$ cat src/design/bpa_pkg.sv
// shared types, constants and helper functions of the bitmap page allocator
package bpa_pkg;

    localparam int BITMAP_DEPTH_BYTES_DEFAULT = 4096;

    localparam int BYTE_BITS  = 8;
    localparam int ROW_BYTES  = 8;
    localparam int ROW_BITS   = ROW_BYTES * BYTE_BITS;
    localparam int ROW_POS_W  = 6;
    localparam int PAGE_SHIFT = 12;
    localparam int VADDR_W    = 64;
    localparam int PAGE_IDX_W = VADDR_W - PAGE_SHIFT;
    localparam int PADDR_W    = 27;
    localparam int BYTES_W    = 13;
    localparam int CFG_DATA_W = 64;
    localparam int CFG_IDX_W  = 1;

    localparam logic [BYTE_BITS-1:0] FULL_BYTE = 8'hFF;

    localparam logic [1:0] OP_ALLOC   = 2'd0;
    localparam logic [1:0] OP_FREE    = 2'd1;
    localparam logic [1:0] OP_RESERVE = 2'd2;
    localparam logic [1:0] OP_RELEASE = 2'd3;

    localparam logic [1:0] ST_DONE         = 2'd0;
    localparam logic [1:0] ST_NONE_FREE    = 2'd1;
    localparam logic [1:0] ST_OUT_OF_RANGE = 2'd2;

    localparam logic [CFG_IDX_W-1:0] REG_DIRECT_MAP_OFFSET   = 1'd0;
    localparam logic [CFG_IDX_W-1:0] REG_BITMAP_BYTES_IN_USE = 1'd1;

    typedef struct packed {
        logic [1:0]          opcode;
        logic [VADDR_W-1:0]  virtual_address;
        logic [14:0]         page_number;
    } bpa_cmd_t;

    typedef struct packed {
        logic [PADDR_W-1:0]  physical_address;
        logic [1:0]          status;
    } bpa_result_t;

    function automatic int bpa_rows(input int depth_bytes);
        return (depth_bytes + ROW_BYTES - 1) / ROW_BYTES;
    endfunction

    function automatic int bpa_row_aw(input int depth_bytes);
        int rows;
        rows = (depth_bytes + ROW_BYTES - 1) / ROW_BYTES;
        return (rows > 1) ? $clog2(rows) : 1;
    endfunction

    function automatic logic [2:0] lowest_set8(input logic [7:0] v);
        logic [2:0] idx;
        idx = 3'd0;
        for (int i = 7; i >= 0; i--)
        begin
            if (v[i])
            begin
                idx = 3'(i);
            end
        end
        return idx;
    endfunction

endpackage

$ cat src/design/bpa_ctrl.sv
// sequencer: clearing pass, first-fit row scan and read-modify-write of one row
module bpa_ctrl
    import bpa_pkg::*;
#(
    parameter int BITMAP_DEPTH_BYTES = BITMAP_DEPTH_BYTES_DEFAULT
)
(
    input  logic                clk,
    input  logic                rst_n,
    input  logic                start,
    input  bpa_cmd_t            cmd,
    output logic                busy,
    output logic                done,
    output bpa_result_t         result,
    input  logic [VADDR_W-1:0]  direct_map_offset,
    input  logic [BYTES_W-1:0]  bitmap_bytes_in_use,
    output logic                ram_we,
    output logic [bpa_row_aw(BITMAP_DEPTH_BYTES)-1:0] ram_addr,
    output logic [ROW_BITS-1:0] ram_wdata,
    input  logic [ROW_BITS-1:0] ram_rdata
);

    localparam int ROWS   = bpa_rows(BITMAP_DEPTH_BYTES);
    localparam int ROW_AW = bpa_row_aw(BITMAP_DEPTH_BYTES);
    localparam int CNT_W  = (ROW_AW + 4 > BYTES_W + 1) ? ROW_AW + 4 : BYTES_W + 1;
    localparam int PAGE_W = ROW_AW + ROW_POS_W;
    localparam int AF_W   = (PAGE_W + PAGE_SHIFT > PADDR_W) ? PAGE_W + PAGE_SHIFT : PADDR_W;

    typedef enum logic [2:0] {
        S_CLEAR,
        S_IDLE,
        S_CHECK,
        S_MODIFY,
        S_SCAN_FIRST,
        S_SCAN
    } state_t;

    state_t                  state_reg, state_next;
    logic [ROW_AW-1:0]       row_reg, row_next;
    logic [PAGE_IDX_W-1:0]   page_reg, page_next;
    logic [1:0]              op_reg, op_next;
    logic                    done_reg, done_next;
    bpa_result_t             result_reg, result_next;

    logic [CNT_W-1:0]        usable;
    logic [CNT_W-1:0]        next_base;
    logic                    last_row;
    logic [ROW_BYTES-1:0]    byte_ok;
    logic                    found;
    logic [2:0]              hit_byte;
    logic [2:0]              hit_bit;
    logic [BYTE_BITS-1:0]    sel_byte;
    logic [ROW_POS_W-1:0]    hit_pos;
    logic [PAGE_W-1:0]       page_found;
    logic [AF_W-1:0]         addr_full;
    logic [VADDR_W-1:0]      free_diff;
    logic                    in_range;
    logic [ROW_BITS-1:0]     rmw_mask;

    assign busy   = (state_reg != S_IDLE);
    assign done   = done_reg;
    assign result = result_reg;

    // effective bitmap size in bytes
    always_comb
    begin
        if (CNT_W'(bitmap_bytes_in_use) < CNT_W'(BITMAP_DEPTH_BYTES))
        begin
            usable = CNT_W'(bitmap_bytes_in_use);
        end
        else
        begin
            usable = CNT_W'(BITMAP_DEPTH_BYTES);
        end
    end

    // first-fit search within the row currently on the read port
    always_comb
    begin
        for (int j = 0; j < ROW_BYTES; j++)
        begin
            byte_ok[j] = (CNT_W'({row_reg, 3'(j)}) < usable)
                      && (ram_rdata[BYTE_BITS*j +: BYTE_BITS] != FULL_BYTE);
        end
    end

    assign next_base  = CNT_W'({row_reg, 3'b000}) + CNT_W'(ROW_BYTES);
    assign last_row   = (next_base >= usable);
    assign found      = |byte_ok;
    assign hit_byte   = lowest_set8(byte_ok);
    assign sel_byte   = ram_rdata[{hit_byte, 3'b000} +: BYTE_BITS];
    assign hit_bit    = lowest_set8(~sel_byte);
    assign hit_pos    = {hit_byte, hit_bit};
    assign page_found = {row_reg, hit_pos};
    assign addr_full  = AF_W'({page_found, {PAGE_SHIFT{1'b0}}});

    assign free_diff  = cmd.virtual_address - direct_map_offset;
    assign in_range   = (page_reg[PAGE_IDX_W-1:3] < (PAGE_IDX_W-3)'(usable));
    assign rmw_mask   = ROW_BITS'(1) << page_reg[ROW_POS_W-1:0];

    always_comb
    begin
        state_next  = state_reg;
        row_next    = row_reg;
        page_next   = page_reg;
        op_next     = op_reg;
        done_next   = 1'b0;
        result_next = result_reg;
        ram_we      = 1'b0;
        ram_addr    = row_reg;
        ram_wdata   = ram_rdata;

        case (state_reg)
            S_CLEAR:
            begin
                ram_we    = 1'b1;
                ram_wdata = {ROW_BITS{1'b1}};
                row_next  = row_reg + 1'b1;
                if (row_reg == ROW_AW'(ROWS - 1))
                begin
                    state_next = S_IDLE;
                end
            end
            S_IDLE:
            begin
                if (start)
                begin
                    op_next  = cmd.opcode;
                    row_next = '0;
                    if (cmd.opcode == OP_FREE)
                    begin
                        page_next = free_diff[VADDR_W-1:PAGE_SHIFT];
                    end
                    else
                    begin
                        page_next = PAGE_IDX_W'(cmd.page_number);
                    end
                    if (cmd.opcode == OP_ALLOC)
                    begin
                        state_next = S_SCAN_FIRST;
                    end
                    else
                    begin
                        state_next = S_CHECK;
                    end
                end
            end
            S_CHECK:
            begin
                ram_addr = page_reg[ROW_AW+ROW_POS_W-1:ROW_POS_W];
                if (in_range)
                begin
                    state_next = S_MODIFY;
                end
                else
                begin
                    done_next   = 1'b1;
                    result_next = '{physical_address: '0, status: ST_OUT_OF_RANGE};
                    state_next  = S_IDLE;
                end
            end
            S_MODIFY:
            begin
                ram_we   = 1'b1;
                ram_addr = page_reg[ROW_AW+ROW_POS_W-1:ROW_POS_W];
                if (op_reg == OP_RESERVE)
                begin
                    ram_wdata = ram_rdata | rmw_mask;
                end
                else
                begin
                    ram_wdata = ram_rdata & ~rmw_mask;
                end
                done_next   = 1'b1;
                result_next = '{physical_address: '0, status: ST_DONE};
                state_next  = S_IDLE;
            end
            S_SCAN_FIRST:
            begin
                ram_addr   = '0;
                state_next = S_SCAN;
            end
            S_SCAN:
            begin
                if (found)
                begin
                    ram_we      = 1'b1;
                    ram_wdata   = ram_rdata | (ROW_BITS'(1) << hit_pos);
                    done_next   = 1'b1;
                    result_next = '{physical_address: addr_full[PADDR_W-1:0],
                                    status: ST_DONE};
                    state_next  = S_IDLE;
                end
                else if (last_row)
                begin
                    done_next   = 1'b1;
                    result_next = '{physical_address: '0, status: ST_NONE_FREE};
                    state_next  = S_IDLE;
                end
                else
                begin
                    // prefetch the next row while this one is checked
                    ram_addr = row_reg + 1'b1;
                    row_next = row_reg + 1'b1;
                end
            end
            default:
            begin
                state_next = S_IDLE;
            end
        endcase
    end

    always_ff @(posedge clk or negedge rst_n)
    begin
        if (!rst_n)
        begin
            state_reg  <= S_CLEAR;
            row_reg    <= '0;
            page_reg   <= '0;
            op_reg     <= OP_ALLOC;
            done_reg   <= 1'b0;
            result_reg <= '0;
        end
        else
        begin
            state_reg  <= state_next;
            row_reg    <= row_next;
            page_reg   <= page_next;
            op_reg     <= op_next;
            done_reg   <= done_next;
            result_reg <= result_next;
        end
    end

endmodule

$ cat config.mk
export PLATFORM = sky130hd
export DESIGN_NAME = bpa_ctrl
export DESIGN_NICKNAME = d
export VERILOG_FILES = /design/src/design/bpa_pkg.sv /design/src/design/bpa_ctrl.sv
export SDC_FILE = /design/constraint.sdc
export NUM_CORES = 1
export LEC_CHECK = 0
export BUFFER_PORTS_ARGS = -buffer_cell sky130_fd_sc_hd__buf_2
export CAP_MARGIN = 0
export CORE_ASPECT_RATIO = 1.5
export CORE_MARGIN = 2
export CORE_UTILIZATION = 45
export CTS_CLUSTER_SIZE = 28
export DETAILED_ROUTE_END_ITERATION = 10
export GPL_ROUTABILITY_DRIVEN = 0
export PLACE_DENSITY_LB_ADDON = 0.05
export SYNTH_ARGS = -nofsm -noshare
export SYNTH_HDL_FRONTEND = slang
export SYNTH_SLANG_ARGS = --single-unit
export TNS_END_PERCENT = 5
$ cat constraint.sdc
create_clock -name clk -period 10.19 [get_ports clk]
set_clock_uncertainty 0.05 [all_clocks]
set_input_delay 1.019 -clock clk [delete_from_list [all_inputs] [get_ports clk]]
set_output_delay 1.019 -clock clk [all_outputs]
set_load 0.005 [all_outputs]
### After elaboration in Yosys (flattened, before gate mapping)

Index checks and enable logic that the tools add are counted.

| storage, ports and cells | value |
|---|---|
| register bits after elaboration | 96 |

| cells by class | value |
|---|---|
| add/subtract/negate cells | 3 |
| magnitude comparators | 11 |
| equality and inequality tests | 21 |
| shift operators | 3 |
| mux-type cells | 43 |
| bitwise operators | 5 |
| reduce and logical (&&, ||, !) cells | 19 |

Operator list:

| operator | number |
|---|---|
| 64-bit one-hot mux with 3 select lines | 1 |
| 64-bit two-way mux | 2 |
| 64-bit bitwise OR | 2 |
| 1-bit by 6-bit << shifter with 64-bit output, first input constant | 2 |
| 12-bit by 14-bit less-than comparator with 1-bit output | 8 |
| 29-bit two-way mux | 3 |
| 29-bit one-hot mux with 3 select lines | 1 |
| 64-bit bitwise AND | 1 |
| 8-bit inequality test, second input constant | 8 |
| 64-bit inverter | 1 |
| 64-bit by 7-bit indexed part select with 8-bit output | 1 |
| 64-bit subtractor | 1 |
| 3-bit two-way mux | 21 |
| 9-bit one-hot mux with 3 select lines | 2 |
| 52-bit two-way mux | 1 |
| 49-bit by 14-bit less-than comparator with 1-bit output | 1 |
| 9-bit two-way mux | 3 |
| 3-bit one-hot mux with 5 select lines | 1 |
| 13-bit by 14-bit >= comparator with 1-bit output | 1 |
| 12-bit by 4-bit adder with 13-bit output, second input constant | 1 |
| 13-bit less-than comparator, second input constant | 1 |
| 13-bit two-way mux | 1 |
| 9-bit by 1-bit adder with 9-bit output, second input constant | 1 |
| 9-bit == test, second input constant | 1 |
| other kinds (21) | 39 |

### Depth between registers and ports, before layout

| depth | value |
|---|---|
| depth in word-level cells | 26 |
| mapped depth | 19 |

### Worst setup path before layout

OpenSTA, ideal clock, no wires.

| path | value |
|---|---|
| kind | in2out |
| start | input port bitmap_bytes_in_use[12] |
| end | output port ram_wdata[47] |
| arrival | 4.882 ns |
| data required time | 9.121 ns |
| slack | 4.239 ns |
| stages on the path | 16 |
| cells stage by stage | inv_1 clkbuf_1 nand2_1 ha_1 nand3_2 nor4_2 a221oi_2 o41ai_4 or4b_4 a311o_1 o21ai_0 a211o_1 a21oi_2 or3_4 a211o_1 a31oi_1 |

| on the way | value |
|---|---|
| longest elaborated chain between the ends | 26 |
| elaborated cells between the ends (all ways) | 41 |
| classes of those cells | order compare: 9; shift: 2; mux: 19; bitwise: 2; reduce/logical: 9 |

Ends and longest elaborated chain:

| element | RTL line | source |
|---|---|---|
| from (decl) | bpa_ctrl.sv:16 | `input logic [BYTES_W-1:0] bitmap_bytes_in_use,` |
| 13-bit less-than comparator | bpa_ctrl.sv:67 | `if (CNT_W'(bitmap_bytes_in_use) < CNT_W'(BITMAP_DEPTH_BYTES))` |
| 13-bit two-way mux (*) | bpa_ctrl.sv:67 |  |
| 12-bit by 14-bit less-than comparator with 1-bit output | bpa_ctrl.sv:82 | `byte_ok[j] = (CNT_W'({row_reg, 3'(j)}) < usable)` |
| 1-bit logical AND | bpa_ctrl.sv:83 | `&& (ram_rdata[BYTE_BITS*j +: BYTE_BITS] != FULL_BYTE);` |
| 3-bit two-way mux (8 in a row) | bpa_pkg.sv:58 | `if (v[i])` |
| 64-bit by 7-bit indexed part select with 8-bit output | bpa_ctrl.sv:91 | `assign sel_byte = ram_rdata[{hit_byte, 3'b000} +: BYTE_BITS];` |
| 8-bit inverter | bpa_ctrl.sv:92 | `assign hit_bit = lowest_set8(~sel_byte);` |
| 3-bit two-way mux (8 in a row) | bpa_pkg.sv:58 |  |
| 1-bit by 6-bit << shifter with 64-bit output | bpa_ctrl.sv:188 | `ram_wdata = ram_rdata \| (ROW_BITS'(1) << hit_pos);` |
| 64-bit bitwise OR | bpa_ctrl.sv:188 |  |
| 64-bit two-way mux (*) | bpa_ctrl.sv:185 | `if (found)` |
| 64-bit one-hot mux with 3 select lines (*) | bpa_ctrl.sv:113 | `case (state_reg)` |
| to (decl) | bpa_ctrl.sv:19 | `output logic [ROW_BITS-1:0] ram_wdata,` |

Every way passes the cells marked *; elsewhere a longest branch is shown, timed or not.

### Worst setup path in the final report

| path | value |
|---|---|
| start | input port bitmap_bytes_in_use[12] |
| end | output port ram_wdata[5] |

Same word-level chain as after synthesis.

==> metrics <==
RSZ-0062 raised after global routing=no; final hold slack=between 400 and 500 ps; Seq/Total Area, Yosys=a little under a fifth; global-route wire length before repair=approximately 68000 µm; Antenna Nets Post-Route=0; hpwl dp=around 35000 µm; Vias/cell=~6.2; GR Overflow Total=0; num ports=330; Yosys cell types=between 90 and 100; worst-path maximum fanout=17; final worst path period need=around 7800 ps; first drt pass iteration count=7; register area=0.002102 mm²; Tcrit/Tclk final=between 70% and 80%; Port Buffers=between 300 and 400; flops & latches, synth=84; Remaining DRCs=0; Worst Path Required=slightly above 9000 ps; largest net degree at the start of global routing=75; post-synth top area share=18.95%; static leakage=6.289 nW; 1st-iter DRT viols=between 1000 and 1500; Fin. Hold Viols=0; predominant post-synthesis flop cell=dfrtp_1; Worst setup SP type=input pin; Layout area overhead=17.77%; CTS tree=yes; DR vias=12980; setup TNS=0 ps; CP endpoint kind=output pin; core area=0.02435 mm²; post-DR wirelength/cell=21.52 µm; Die X=132.2 µm; GR Util All Layers=between 30% and 40%; Clk Latency, worst-skew pair=approximately 340 ps; Final setup violation count=0; largest cells by area after synthesis=dfrtp_1 19%, ha_1 11%, o21ai_0 7.6%; initial antenna violation count=7; Hold Path Class=register to register; Crit Path Class=input pin to output pin; fmax=128.6 MHz; vias in the first global route=approximately 12000; leading area contributor after synthesis=dfrtp_1; Final Net Count=around 2100; Slew @ Worst Pin=approximately 1000 ps; pwr dens=around 190 mW/mm²; Worst slew margin=30.61%; CTS clk-pin slew, worst paths=roughly 60 ps; WL final=45040 µm; Die Y=slightly below 200 µm; max FFs per register=52; Initial Util=45.55%; post-CTS setup buffers=0; FF-to-FF setup slack=about 5400 ps; hold buffers post-CTS=0; layout cells sized above 1=22.65%; num rows=70; CTS Buffer Depth=2; EDFF count, synth=0; run status=finished clean; die area=between 0.02 and 0.03 mm²; CTS resizes=0; area of the multi-input gates=0.008282 mm²; Mean Syn Cell Area=approximately 7.4 µm²; Mapped Area=between 0.01 and 0.015 mm²; Max Slew Vio Count=0; H-tree levels=3; Fill cells=2545; Post-synth ARST share=between 90% and 100%; post-layout util=a little over half; CTS root buffer=clkbuf_16; CTS Buf Count=9; critical path arrival=around 6700 ps; cell count after synthesis=1508; Synth Warn #=0; design area=between 0.01 and 0.015 mm²; clk sinks=84; # Max-Cap Violations=0; VDD IR max=0.09388 mV; post-placement cell area=0.01278 mm²
[area by class of cell]
type	instances	share of cell area [%]
antenna	3	0.05748
multi-input combinational	1251	63.41
sequential	84	16.09
clock buffer	9	1.724
tap	324	3.104
clock inverter	6	0.3736
timing repair buffer	325	12.63
inverter	91	2.615
[layer usage]
| layer | GRT usage (%) | part of all wire, % | vias up |
|---|---|---|---|
| li1 | - | - | 6093 |
| met1 | 33.48 | 33 | 5914 |
| met2 | 60.88 | 49 | 707 |
| met3 | 6.951 | 8.1 | 257 |
| met4 | 26.76 | 9.4 | 6 |
| met5 | 0 | 0.091 | - |
[cells by family after synthesis]
logic type	after synthesis	synth area share [%]
simple gates	472	21.82
compound gates	607	36.29
xor+xnor	53	4.185
buf+inv	184	6.814
other cells	1	0.03381
fa+ha+maj	98	11.06
flops	84	18.95
mux	9	0.8461
[per-stage QoR]
step / setup WS (ps) / instances / total power, mW
after floorplan: 4239 / 1519 / 1.560
after global placement: 2752 / 2075 / 2.102
after detailed placement: 2730 / 2075 / 2.115
after CTS: 2708 / 2090 / 2.428
after global routing: 2112 / 2092 / 2.649
final: 2417 / 2093 / 2.456
[layout by cell type (no fill, tap or decap), types with 32 or more instances in the layout]
master / instances
a21o_1: 51
a21oi_1: 128
a22o_1: 32
buf_2: 316
dfrtp_1: 84
ha_1: 98
inv_1: 90
nand2_1: 141
nand3_1: 48
nor2_1: 105
o21ai_0: 168
[report_power, final]
part / total, mW / switching, mW / internal (mW)
registers: 0.598 / 0.147 / 0.451
clock network: 0.304 / 0.138 / 0.167
logic: 1.55 / 0.951 / 0.603
[path summary, 6_finish.rpt]
| kind | startpoint | to | cells past startpoint |
|---|---|---|---|
| min in group asynchronous | rst_n | result[16] | 1 |
| min reg2reg | page_reg[38] | page_reg[38] | 2 |
| max reg2reg | row_reg[0] | result[16] | 13 |
| max | bitmap_bytes_in_use[12] | ram_wdata[5] | 16 |
| min | page_reg[38] | page_reg[38] | 2 |
| max in group asynchronous | rst_n | page_reg[8] | 2 |
[worst max-delay path, stage by stage]
cell and delay, ps:
buf_2 160, inv_1 400, nand2_1 220, ha_1 340
nand3b_2 300, o211ai_2 270, a21oi_1 190, a21oi_2 600
a21boi_2 570, o21ai_0 160, and3_1 190, or4_4 560
nor4_4 400, nand3_1 750, o22ai_1 400, buf_2 160
[Yosys cell counts (all sizes together) (13+ instances only)]
cell type	count
a21o	51
a21oi	132
a22o	32
a31oi	20
and3	27
buf	25
clkbuf	68
dfrtp	84
ha	98
inv	91
nand2	141
nand3	52
nand4	27
nor2	108
nor3	14
nor4	14
o211ai	18
o21a	25
o21ai	175
o22ai	20
or3	13
xnor2	30
xor2	23
Note: power is estimated with default switching activity, not from simulation.
